$ cat src/hw/rtl/srtf_pkg.sv
// ----------------------------------------------------------------------------
// SRTF scheduler package
// Shared types and fixed constants of the shortest-remaining-time scheduler.
// ----------------------------------------------------------------------------
package srtf_pkg;

	localparam int unsigned DATA_W    = 16;
	localparam int unsigned SLOT_W    = 4;
	localparam int unsigned COUNT_W   = 5;
	localparam logic [DATA_W-1:0] DATA_MAX = {DATA_W{1'b1}};

	// Pending-count saturation value carried along the chain.
	localparam logic [1:0] PEND_SAT = 2'd2;

	// Request kinds on the input stream.
	localparam logic REQ_LOAD = 1'b0;
	localparam logic REQ_TICK = 1'b1;

	// Load command broadcast to every cell.
	typedef struct packed {
		logic              en;
		logic [SLOT_W-1:0] index;
		logic [DATA_W-1:0] arr;
		logic [DATA_W-1:0] bur;
	} srtf_load_t;

	// Best candidate so far, handed from cell to cell.
	typedef struct packed {
		logic              found;
		logic [1:0]        pend;
		logic [DATA_W-1:0] rem;
		logic [DATA_W-1:0] arr;
		logic [DATA_W-1:0] bur;
	} srtf_link_t;

endpackage

$ cat src/hw/rtl/srtf_cell.sv
// ----------------------------------------------------------------------------
// SRTF task cell
// Holds one task slot and folds it into the running minimum from its neighbor.
// ----------------------------------------------------------------------------
module srtf_cell #(
	parameter int unsigned MAX_TASKS = 16,
	parameter int unsigned IDX       = 0,
	parameter int unsigned TIME_BITS = 16
) (
	input  logic                            clk,
	input  logic                            arst_n,
	input  logic [srtf_pkg::COUNT_W-1:0]    task_count,
	input  logic [TIME_BITS-1:0]            time_now,
	input  srtf_pkg::srtf_load_t            load,
	input  logic                            dec_en,
	input  logic [$clog2(MAX_TASKS)-1:0]    dec_idx,
	input  srtf_pkg::srtf_link_t            link_in,
	input  logic [$clog2(MAX_TASKS)-1:0]    idx_in,
	output srtf_pkg::srtf_link_t            link_out,
	output logic [$clog2(MAX_TASKS)-1:0]    idx_out
);
	import srtf_pkg::*;

	localparam int unsigned IDX_W = $clog2(MAX_TASKS);
	localparam int unsigned TW    = (TIME_BITS > DATA_W) ? TIME_BITS : DATA_W;

	logic [DATA_W-1:0] rem_q;
	logic [DATA_W-1:0] arr_q;
	logic [DATA_W-1:0] bur_q;
	srtf_link_t        link_q;
	logic [IDX_W-1:0]  idx_q;

	logic       in_use;
	logic       active;
	logic       ready;
	logic       take;
	srtf_link_t link_nx;

	always_comb begin
		in_use = (32'(task_count) > IDX);
		active = in_use && (rem_q != '0);
		ready  = active && (TW'(arr_q) <= TW'(time_now));
		take   = ready && (!link_in.found || (rem_q < link_in.rem));
		link_nx = link_in;
		if (active && (link_in.pend != PEND_SAT)) begin
			link_nx.pend = link_in.pend + 2'd1;
		end
		if (take) begin
			link_nx.found = 1'b1;
			link_nx.rem   = rem_q;
			link_nx.arr   = arr_q;
			link_nx.bur   = bur_q;
		end
	end

	// Slot contents: written by a load, decremented when this slot ran.
	always_ff @(posedge clk) begin
		if (load.en && (32'(load.index) == IDX)) begin
			arr_q <= load.arr;
			bur_q <= load.bur;
			rem_q <= load.bur;
		end else if (dec_en && (dec_idx == IDX_W'(IDX))) begin
			rem_q <= rem_q - 1'b1;
		end
	end

	always_ff @(posedge clk or negedge arst_n) begin
		if (!arst_n) begin
			link_q <= '0;
			idx_q  <= '0;
		end else begin
			link_q <= link_nx;
			idx_q  <= take ? IDX_W'(IDX) : idx_in;
		end
	end

	assign link_out = link_q;
	assign idx_out  = idx_q;

endmodule

$ cat src/hw/rtl/shortest_remaining_time_scheduler_top.sv
// ----------------------------------------------------------------------------
// Shortest-remaining-time-first scheduler
// Preemptive SJF scheduler built as a chain of task cells with a tick sequencer.
// ----------------------------------------------------------------------------
// A load beat (tuser = 0) writes one task slot and returns no result. A tick
// beat (tuser = 1) returns exactly one result beat. Each slot lives in its
// own cell; the cells form a registered chain through which the best
// candidate so far (least remaining work among arrived, unfinished slots,
// lowest index on a tie) and a saturating pending count move one cell per
// cycle. A tick therefore passes through the scan state, in which the
// candidate travels the chain, the calc state, which advances the clock and
// forms the turnaround time, and the done state, which forms the wait time
// and commits the result. The input is ready again in the cycle after the
// commit; the block takes no beat while a tick is in flight. The result sits
// in an output register, so the next beat is accepted while it waits; a
// following tick only holds in its commit cycle until that register is free.
// The task_count register is written through task_count_we and
// task_count_wdata; the user must do so only while the block is idle, as the
// block itself does not enforce this. Values above MAX_TASKS act as
// MAX_TASKS. Slot contents have no reset; a tick that reads a slot in use
// that was never loaded gives an undefined result.
module shortest_remaining_time_scheduler_top #(
	parameter int unsigned MAX_TASKS = 16,
	parameter int unsigned TIME_BITS = 16
) (
	input  logic        clk,
	input  logic        arst_n,
	// Configuration.
	input  logic        task_count_we,
	input  logic [4:0]  task_count_wdata,
	// Input stream.
	input  logic        s_tvalid,
	output logic        s_tready,
	input  logic [39:0] s_tdata,  // task_index[3:0], arrival_time[19:4],
	                              // burst_length[35:20], zero[39:36]
	input  logic        s_tuser,  // req_type
	// Result stream.
	output logic        m_tvalid,
	input  logic        m_tready,
	output logic [71:0] m_tdata   // running_task[3:0], cpu_idle[4],
	                              // remaining_after[20:5], switched[21],
	                              // task_done[22], wait_time[38:23],
	                              // turn_time[54:39],
	                              // switch_total[70:55], all_done[71]
);
	import srtf_pkg::*;

	localparam int unsigned IDX_W  = $clog2(MAX_TASKS);
	localparam int unsigned PICK_W = $clog2(MAX_TASKS + 1);
	localparam int unsigned TW     = (TIME_BITS > DATA_W) ? TIME_BITS : DATA_W;
	localparam logic [TIME_BITS-1:0] TIME_MAX = {TIME_BITS{1'b1}};
	localparam logic [PICK_W-1:0]    NO_PICK  = PICK_W'(MAX_TASKS);
	localparam logic [IDX_W-1:0]     SCAN_END = IDX_W'(MAX_TASKS - 1);

	// Sequencer states.
	localparam logic [1:0] ST_IDLE = 2'd0;
	localparam logic [1:0] ST_SCAN = 2'd1;
	localparam logic [1:0] ST_CALC = 2'd2;
	localparam logic [1:0] ST_DONE = 2'd3;

	logic [1:0]           state_q;
	logic [IDX_W-1:0]     scan_cnt_q;
	logic [COUNT_W-1:0]   task_count_q;
	logic [TIME_BITS-1:0] time_q;
	logic [PICK_W-1:0]    prev_pick_q;
	logic [DATA_W-1:0]    switch_cnt_q;

	// Captured pick, held from the calculation to the commit cycle.
	srtf_link_t           pick_s1;
	logic [IDX_W-1:0]     pick_idx_s1;
	logic [TW-1:0]        turn_s1;

	logic                 m_valid_q;
	logic [71:0]          m_data_q;

	srtf_load_t           load;
	logic                 dec_en;
	srtf_link_t           link [MAX_TASKS+1];
	logic [IDX_W-1:0]     lidx [MAX_TASKS+1];

	logic                 s_accept;
	logic                 out_free;
	logic                 commit;
	logic [TIME_BITS-1:0] time_nx;
	logic [TW-1:0]        turn_nx;
	logic [TW-1:0]        wait_nx;
	logic [PICK_W-1:0]    pick_code;
	logic                 switched;
	logic                 done;
	logic [DATA_W-1:0]    rem_after;
	logic [DATA_W-1:0]    wait_out;
	logic [DATA_W-1:0]    turn_out;
	logic [DATA_W-1:0]    switch_nx;
	logic                 all_done;

	assign s_tready = (state_q == ST_IDLE);
	assign s_accept = s_tvalid && s_tready;
	assign out_free = !m_valid_q || m_tready;
	assign commit   = (state_q == ST_DONE) && out_free;
	assign dec_en   = commit && pick_s1.found;

	always_comb begin
		load.en    = s_accept && (s_tuser == REQ_LOAD);
		load.index = s_tdata[3:0];
		load.arr   = s_tdata[19:4];
		load.bur   = s_tdata[35:20];
	end

	// The chain starts from an empty candidate.
	assign link[0] = '0;
	assign lidx[0] = '0;

	for (genvar k = 0; k < MAX_TASKS; k++) begin : g_cell
		srtf_cell #(
			.MAX_TASKS (MAX_TASKS),
			.IDX       (k),
			.TIME_BITS (TIME_BITS)
		) u_cell (
			.clk        (clk),
			.arst_n     (arst_n),
			.task_count (task_count_q),
			.time_now   (time_q),
			.load       (load),
			.dec_en     (dec_en),
			.dec_idx    (pick_idx_s1),
			.link_in    (link[k]),
			.idx_in     (lidx[k]),
			.link_out   (link[k+1]),
			.idx_out    (lidx[k+1])
		);
	end

	// The clock advances when some slot in use still has work, and the
	// turnaround time is taken against the advanced clock.
	always_comb begin
		time_nx = time_q;
		if ((link[MAX_TASKS].pend != 2'd0) && (time_q != TIME_MAX)) begin
			time_nx = time_q + 1'b1;
		end
		if (TW'(time_nx) > TW'(link[MAX_TASKS].arr)) begin
			turn_nx = TW'(time_nx) - TW'(link[MAX_TASKS].arr);
		end else begin
			turn_nx = '0;
		end
	end

	always_comb begin
		pick_code = pick_s1.found ? PICK_W'(pick_idx_s1) : NO_PICK;
		switched  = (pick_code != prev_pick_q);
		done      = pick_s1.found && (pick_s1.rem == DATA_W'(1));
		rem_after = pick_s1.found ? (pick_s1.rem - 1'b1) : '0;
		if (turn_s1 > TW'(pick_s1.bur)) begin
			wait_nx = turn_s1 - TW'(pick_s1.bur);
		end else begin
			wait_nx = '0;
		end
		turn_out = (turn_s1 > TW'(DATA_MAX)) ? DATA_MAX : turn_s1[DATA_W-1:0];
		wait_out = (wait_nx > TW'(DATA_MAX)) ? DATA_MAX : wait_nx[DATA_W-1:0];
		if (!done) begin
			turn_out = '0;
			wait_out = '0;
		end
		switch_nx = switch_cnt_q;
		if (switched && (switch_cnt_q != DATA_MAX)) begin
			switch_nx = switch_cnt_q + 1'b1;
		end
		// Only a finishing pick can drop the last pending slot.
		all_done = (pick_s1.pend == 2'd0) || ((pick_s1.pend == 2'd1) && done);
	end

	always_ff @(posedge clk or negedge arst_n) begin
		if (!arst_n) begin
			state_q      <= ST_IDLE;
			scan_cnt_q   <= '0;
			task_count_q <= '0;
			time_q       <= '0;
			prev_pick_q  <= '0;
			switch_cnt_q <= '0;
			m_valid_q    <= 1'b0;
		end else begin
			if (task_count_we) begin
				task_count_q <= task_count_wdata;
			end
			case (state_q)
				ST_IDLE: begin
					scan_cnt_q <= '0;
					if (s_accept && (s_tuser == REQ_TICK)) begin
						state_q <= ST_SCAN;
					end
				end
				ST_SCAN: begin
					scan_cnt_q <= scan_cnt_q + 1'b1;
					if (scan_cnt_q == SCAN_END) begin
						state_q <= ST_CALC;
					end
				end
				ST_CALC: begin
					time_q  <= time_nx;
					state_q <= ST_DONE;
				end
				ST_DONE: begin
					if (out_free) begin
						prev_pick_q  <= pick_code;
						switch_cnt_q <= switch_nx;
						state_q      <= ST_IDLE;
					end
				end
				default: begin
					state_q <= ST_IDLE;
				end
			endcase
			if (commit) begin
				m_valid_q <= 1'b1;
			end else if (m_tready) begin
				m_valid_q <= 1'b0;
			end
		end
	end

	// Payload registers.
	always_ff @(posedge clk) begin
		if (state_q == ST_CALC) begin
			pick_s1     <= link[MAX_TASKS];
			pick_idx_s1 <= lidx[MAX_TASKS];
			turn_s1     <= turn_nx;
		end
		if (commit) begin
			m_data_q <= {all_done, switch_nx, turn_out, wait_out, done, switched,
			             rem_after, !pick_s1.found,
			             pick_s1.found ? SLOT_W'(pick_idx_s1) : SLOT_W'(0)};
		end
	end

	assign m_tvalid = m_valid_q;
	assign m_tdata  = m_data_q;

endmodule

$ cat config.mk
export PLATFORM = sky130hd
export DESIGN_NAME = shortest_remaining_time_scheduler_top
export DESIGN_NICKNAME = d
export VERILOG_FILES = /design/src/hw/rtl/srtf_pkg.sv /design/src/hw/rtl/srtf_cell.sv /design/src/hw/rtl/shortest_remaining_time_scheduler_top.sv
export SDC_FILE = /design/constraint.sdc
export NUM_CORES = 2
export LEC_CHECK = 0
export BUFFER_PORTS_ARGS = -buffer_cell sky130_fd_sc_hd__buf_2
export CORE_UTILIZATION = 60
export CTS_CLUSTER_SIZE = 25
export DETAILED_ROUTE_END_ITERATION = 16
export PLACE_DENSITY = 0.77
export REMOVE_ABC_BUFFERS = 1
export SLEW_MARGIN = 5
export SYNTH_ARGS = -nofsm -noshare
export SYNTH_HDL_FRONTEND = slang
export SYNTH_SLANG_ARGS = --single-unit
$ cat constraint.sdc
create_clock -name clk -period 5.4 [get_ports clk]
set_clock_uncertainty 0.15 [all_clocks]
set_input_delay 0.27 -clock clk [delete_from_list [all_inputs] [get_ports clk]]
set_output_delay 0.27 -clock clk [all_outputs]
set_load 0.005 [all_outputs]
==> impl_metrics.tcl <==
set metrics [dict create \
    p_leak_nw 37.1 \
    pin_count 125 \
    post-route-period-util 0.863 \
    cts-root-buf "clkbuf_16" \
    htree_levels 4 \
    wl_per_cell_um 20.2 \
    grt_pass1_wl_um 274000 \
    yosysTopAreaCellShare 0.328 \
    hold_viol_final 0 \
    detail_route.vias_per_cell 5.74 \
    fp.dieArea_mm2 0.138 \
    status "finished, final reports clean" \
    rr_worst_depth 10 \
    gp_congestion 0.889 \
    max_clock_freq_mhz 215 \
    rsz0062_at_grt "false" \
    final_util 0.674 \
    grt_pass1_vias 50974 \
    synth_area_leaders "edfxtp_1, dfrtp_1, ha_1" \
    critPathKind "flip-flop to flip-flop" \
    clockBufferDepth 3 \
    comb_power_share 0.161 \
    yosys_register_bits 1808 \
    p_int_w 0.0261 \
    fillers 9262 \
    fp.coreArea_mm2 0.135 \
    worst_pin_slew_ps 1190 \
    p_switching_w 0.00917 \
    drive_above_1_share 0.167 \
    dr.pass1.iters 7 \
    final-max-slew-violation-count 0 \
    vias 48724 \
    postSynth.asyncResetShare 0.505 \
    row_count 135 \
    detail_route.drc_violations 0 \
    drt_iter0_markers 3305 \
    synth_cell_types 83 \
    grt_use_met2 0.427 \
    grt_max_degree 165 \
    r2r-start "time_q[12]$_DFFE_PN0P_" \
    netlist_area_mm2 0.0819 \
    regToRegEndpoint "g_cell[5].u_cell.link_out[18]$_DFF_PN0_" \
    slew_headroom 0.210 \
    grt-busiest-layer "met2" \
    arrival_ps 5180 \
    dp.cells 8109 \
    stdcell_count 8487 \
    ant_nets 0 \
    cts.sinks 1808 \
    fin_crit_ps 4660 \
    yosys.area.top_type "edfxtp_1" \
    peakVddDrop_uv 347 \
    reg2reg_slack_ps 740 \
    clkTransAtPathRegs_ps 60 \
    final-setup-viol-count 0 \
    port_buffers 120 \
    grt_overflow 0 \
    swShare 0.260 \
    ys_warn_count 0 \
    yosysSeqAreaShare 0.607 \
    sequentialPowerShare 0.478 \
    synthCells 6303 \
    synth_edf_count 895 \
    max_stage_delay_ps 880 \
    clk_latency_ps 800 \
    hp-class "primary input to flip-flop" \
    initial_core_util 0.605 \
    slowest_stage "a2111oi_0" \
    drv_cap 0 \
    die_w_um 371 \
    grt_use_met1 0.334 \
    cts_buffers 181 \
    start_kind "flip-flop" \
    track_usage 0.253 \
    critPathLaunch "time_q[12]$_DFFE_PN0P_" \
    critPathRequiredTime_ps 5920 \
    wl_um 171000 \
    postSynthAreaPerCell_um2 13.0 \
    cp-end-kind "flip-flop" \
    synthFlopType "dfrtp_1" \
    endpoint "g_cell[5].u_cell.link_out[18]$_DFF_PN0_" \
    cts_tree "built" \
    worstPathCellList "inv_1 -> ha_1 -> and4_1 -> or4b_2 -> a21oi_1 -> a2111oi_0 -> o21bai_1 -> a21oi_4 -> buf_12 -> mux2_2" \
    critical_path.max_fanout 35 \
    die_y_um 371 \
    power.density_mw_per_mm2 386 \
    antenna_found_initial 0 \
    grt.met3_usage 0.0349 \
    area_growth_pct 11.5 \
    fin_nets 7152 \
    dp_hpwl_um 117000 \
    p_clk_frac 0.360 \
]
==> sequential cells by signal (all words and copies together) (netlist names), 16 cells and up <==
register	cells
g_cell.u_cell.arr_q	256
g_cell.u_cell.bur_q	256
g_cell.u_cell.idx_out	49
g_cell.u_cell.link_out	815
g_cell.u_cell.rem_q	256
m_tdata	72
pick_s1	35
switch_cnt_q	16
time_q	16
turn_s1	16
==> placed cells by master, fill, tap and decap left out, types with 57 or more instances in the layout <==
master	n
a21o_1	83
a21oi_1	301
and2_1	76
buf_2	119
buf_4	95
clkbuf_1	57
clkbuf_16	189
dfrtp_1	913
edfxtp_1	895
ha_1	552
inv_1	448
mux2_1	64
mux2_2	520
nand2_1	391
nand3_1	59
nand4_1	93
nor2_1	373
nor3_1	69
nor4_1	57
o21ai_0	214
o22ai_1	98
xnor2_1	226
xor2_1	81
==> kinds of logic (layout without fill, tap and decap cells) <==
family	after synthesis	in the layout	share of synthesized area
flops	1808	1808	0.607
buf+inv	655	1057	0.0320
compound gates	966	966	0.0728
mux	636	636	0.0888
fa+ha+maj	555	555	0.0850
xor+xnor	307	307	0.0328
simple gates	1376	1376	0.0815
other cells	0	1	0
==> cell type report <==
type | instances | area, um2 | share of cell area
flip-flops and latches | 1808 | 49700 | 0.544
multi-input cells | 3840 | 29700 | 0.326
clock buffers | 278 | 5380 | 0.0589
well taps | 1781 | 2230 | 0.0244
repair buffers | 257 | 1810 | 0.0199
inverters | 458 | 1720 | 0.0188
clock inverters | 64 | 719 | 0.00788
diodes | 1 | 2.50 | 0.0000274
==> worst max-delay path, delay by kind of cell, from the launching register on <==
kind	cells	cell delay, ps
compound gates	4	1910
buf+inv	2	830
flops	1	450
simple gates	2	450
mux	1	370
fa+ha+maj	1	340
==> timing repair <==
action / 4_1_cts / 5_1_grt
resized for setup: 0 / 0
hold endpoints to repair: 379 / 0
setup buffers: 0 / 0
hold buffers: 35 / 0
==> routing by layer <==
layer	up-vias	part of all wire
met5	-	0
met4	0	0.034
met3	347	0.045
met2	1169	0.49
met1	24082	0.43
li1	23126	-
==> per-stage QoR <==
step / hold WS (ps) / power [W] / worst slack, ps / instance area [um2] / TNS (ps)
2_1_floorplan: -176 / 0.0208 / -322 / 81000 / -12460
3_3_place_gp: 209 / 0.0223 / 867 / 84900 / 0
3_5_place_dp: 218 / 0.0227 / 837 / 84900 / 0
4_1_cts: 33.3 / 0.0355 / 808 / 91300 / 0
5_1_grt: 80.2 / 0.0368 / 527 / 91300 / 0
6_report: 78.5 / 0.0353 / 740 / 91300 / 0
==> worst min-delay path by stage <==
stage	cells after the start	slack, ps	to	start
after floorplan	0	-180	g_cell[0].u_cell.link_out[0]$_DFF_PN0_	arst_n
after global placement	1	210	g_cell[14].u_cell.link_out[26]$_DFF_PN0_	arst_n
after detailed placement	1	220	g_cell[14].u_cell.link_out[27]$_DFF_PN0_	arst_n
after CTS	3	30	g_cell[12].u_cell.bur_q[13]$_DFFE_PP_	s_tdata[0]
after global routing	1	80	g_cell[0].u_cell.bur_q[7]$_DFFE_PP_	s_tdata[27]
final	3	80	g_cell[12].u_cell.bur_q[0]$_DFFE_PP_	s_tdata[0]
==> cell usage after synthesis, types with 10 or more instances <==
| cell type | count |
|---|---|
| nor3_1 | 69 |
| o21ai_0 | 228 |
| a21oi_1 | 307 |
| mux2_2 | 520 |
| buf_1 | 20 |
| and3_1 | 14 |
| a211oi_1 | 24 |
| inv_1 | 456 |
| o21a_1 | 15 |
| nor2_1 | 375 |
| o211ai_1 | 28 |
| o22ai_1 | 99 |
| or3_1 | 34 |
| buf_2 | 43 |
| nand4_1 | 93 |
| nand3b_1 | 10 |
| a41oi_1 | 11 |
| nand2_1 | 391 |
| o31a_1 | 14 |
| mux2_1 | 64 |
| and2_1 | 76 |
| and4_1 | 11 |
| a21o_1 | 83 |
| clkbuf_1 | 118 |
| nor4_1 | 57 |
| or4_1 | 38 |
| a31oi_1 | 29 |
| nand2b_1 | 53 |
| nor2b_1 | 50 |
| o21bai_1 | 12 |
| edfxtp_1 | 895 |
| xnor2_1 | 226 |
| mux2_4 | 36 |
| xor2_1 | 81 |
| nand3_1 | 60 |
| a2111oi_0 | 20 |
| mux2i_1 | 16 |
| o31ai_1 | 44 |
| dfrtp_1 | 913 |
| ha_1 | 553 |
| or2_2 | 21 |
==> power by group through the flow <==
stage          registers (W)  logic (W)  clock network [W]
2_1_floorplan         0.0169    0.00387                  0
3_3_place_gp          0.0170    0.00530                  0
3_5_place_dp          0.0171    0.00556                  0
4_1_cts               0.0169    0.00571             0.0129
5_1_grt               0.0170    0.00637             0.0134
6_report              0.0169    0.00569             0.0127
(Power assumes the default switching activity.)
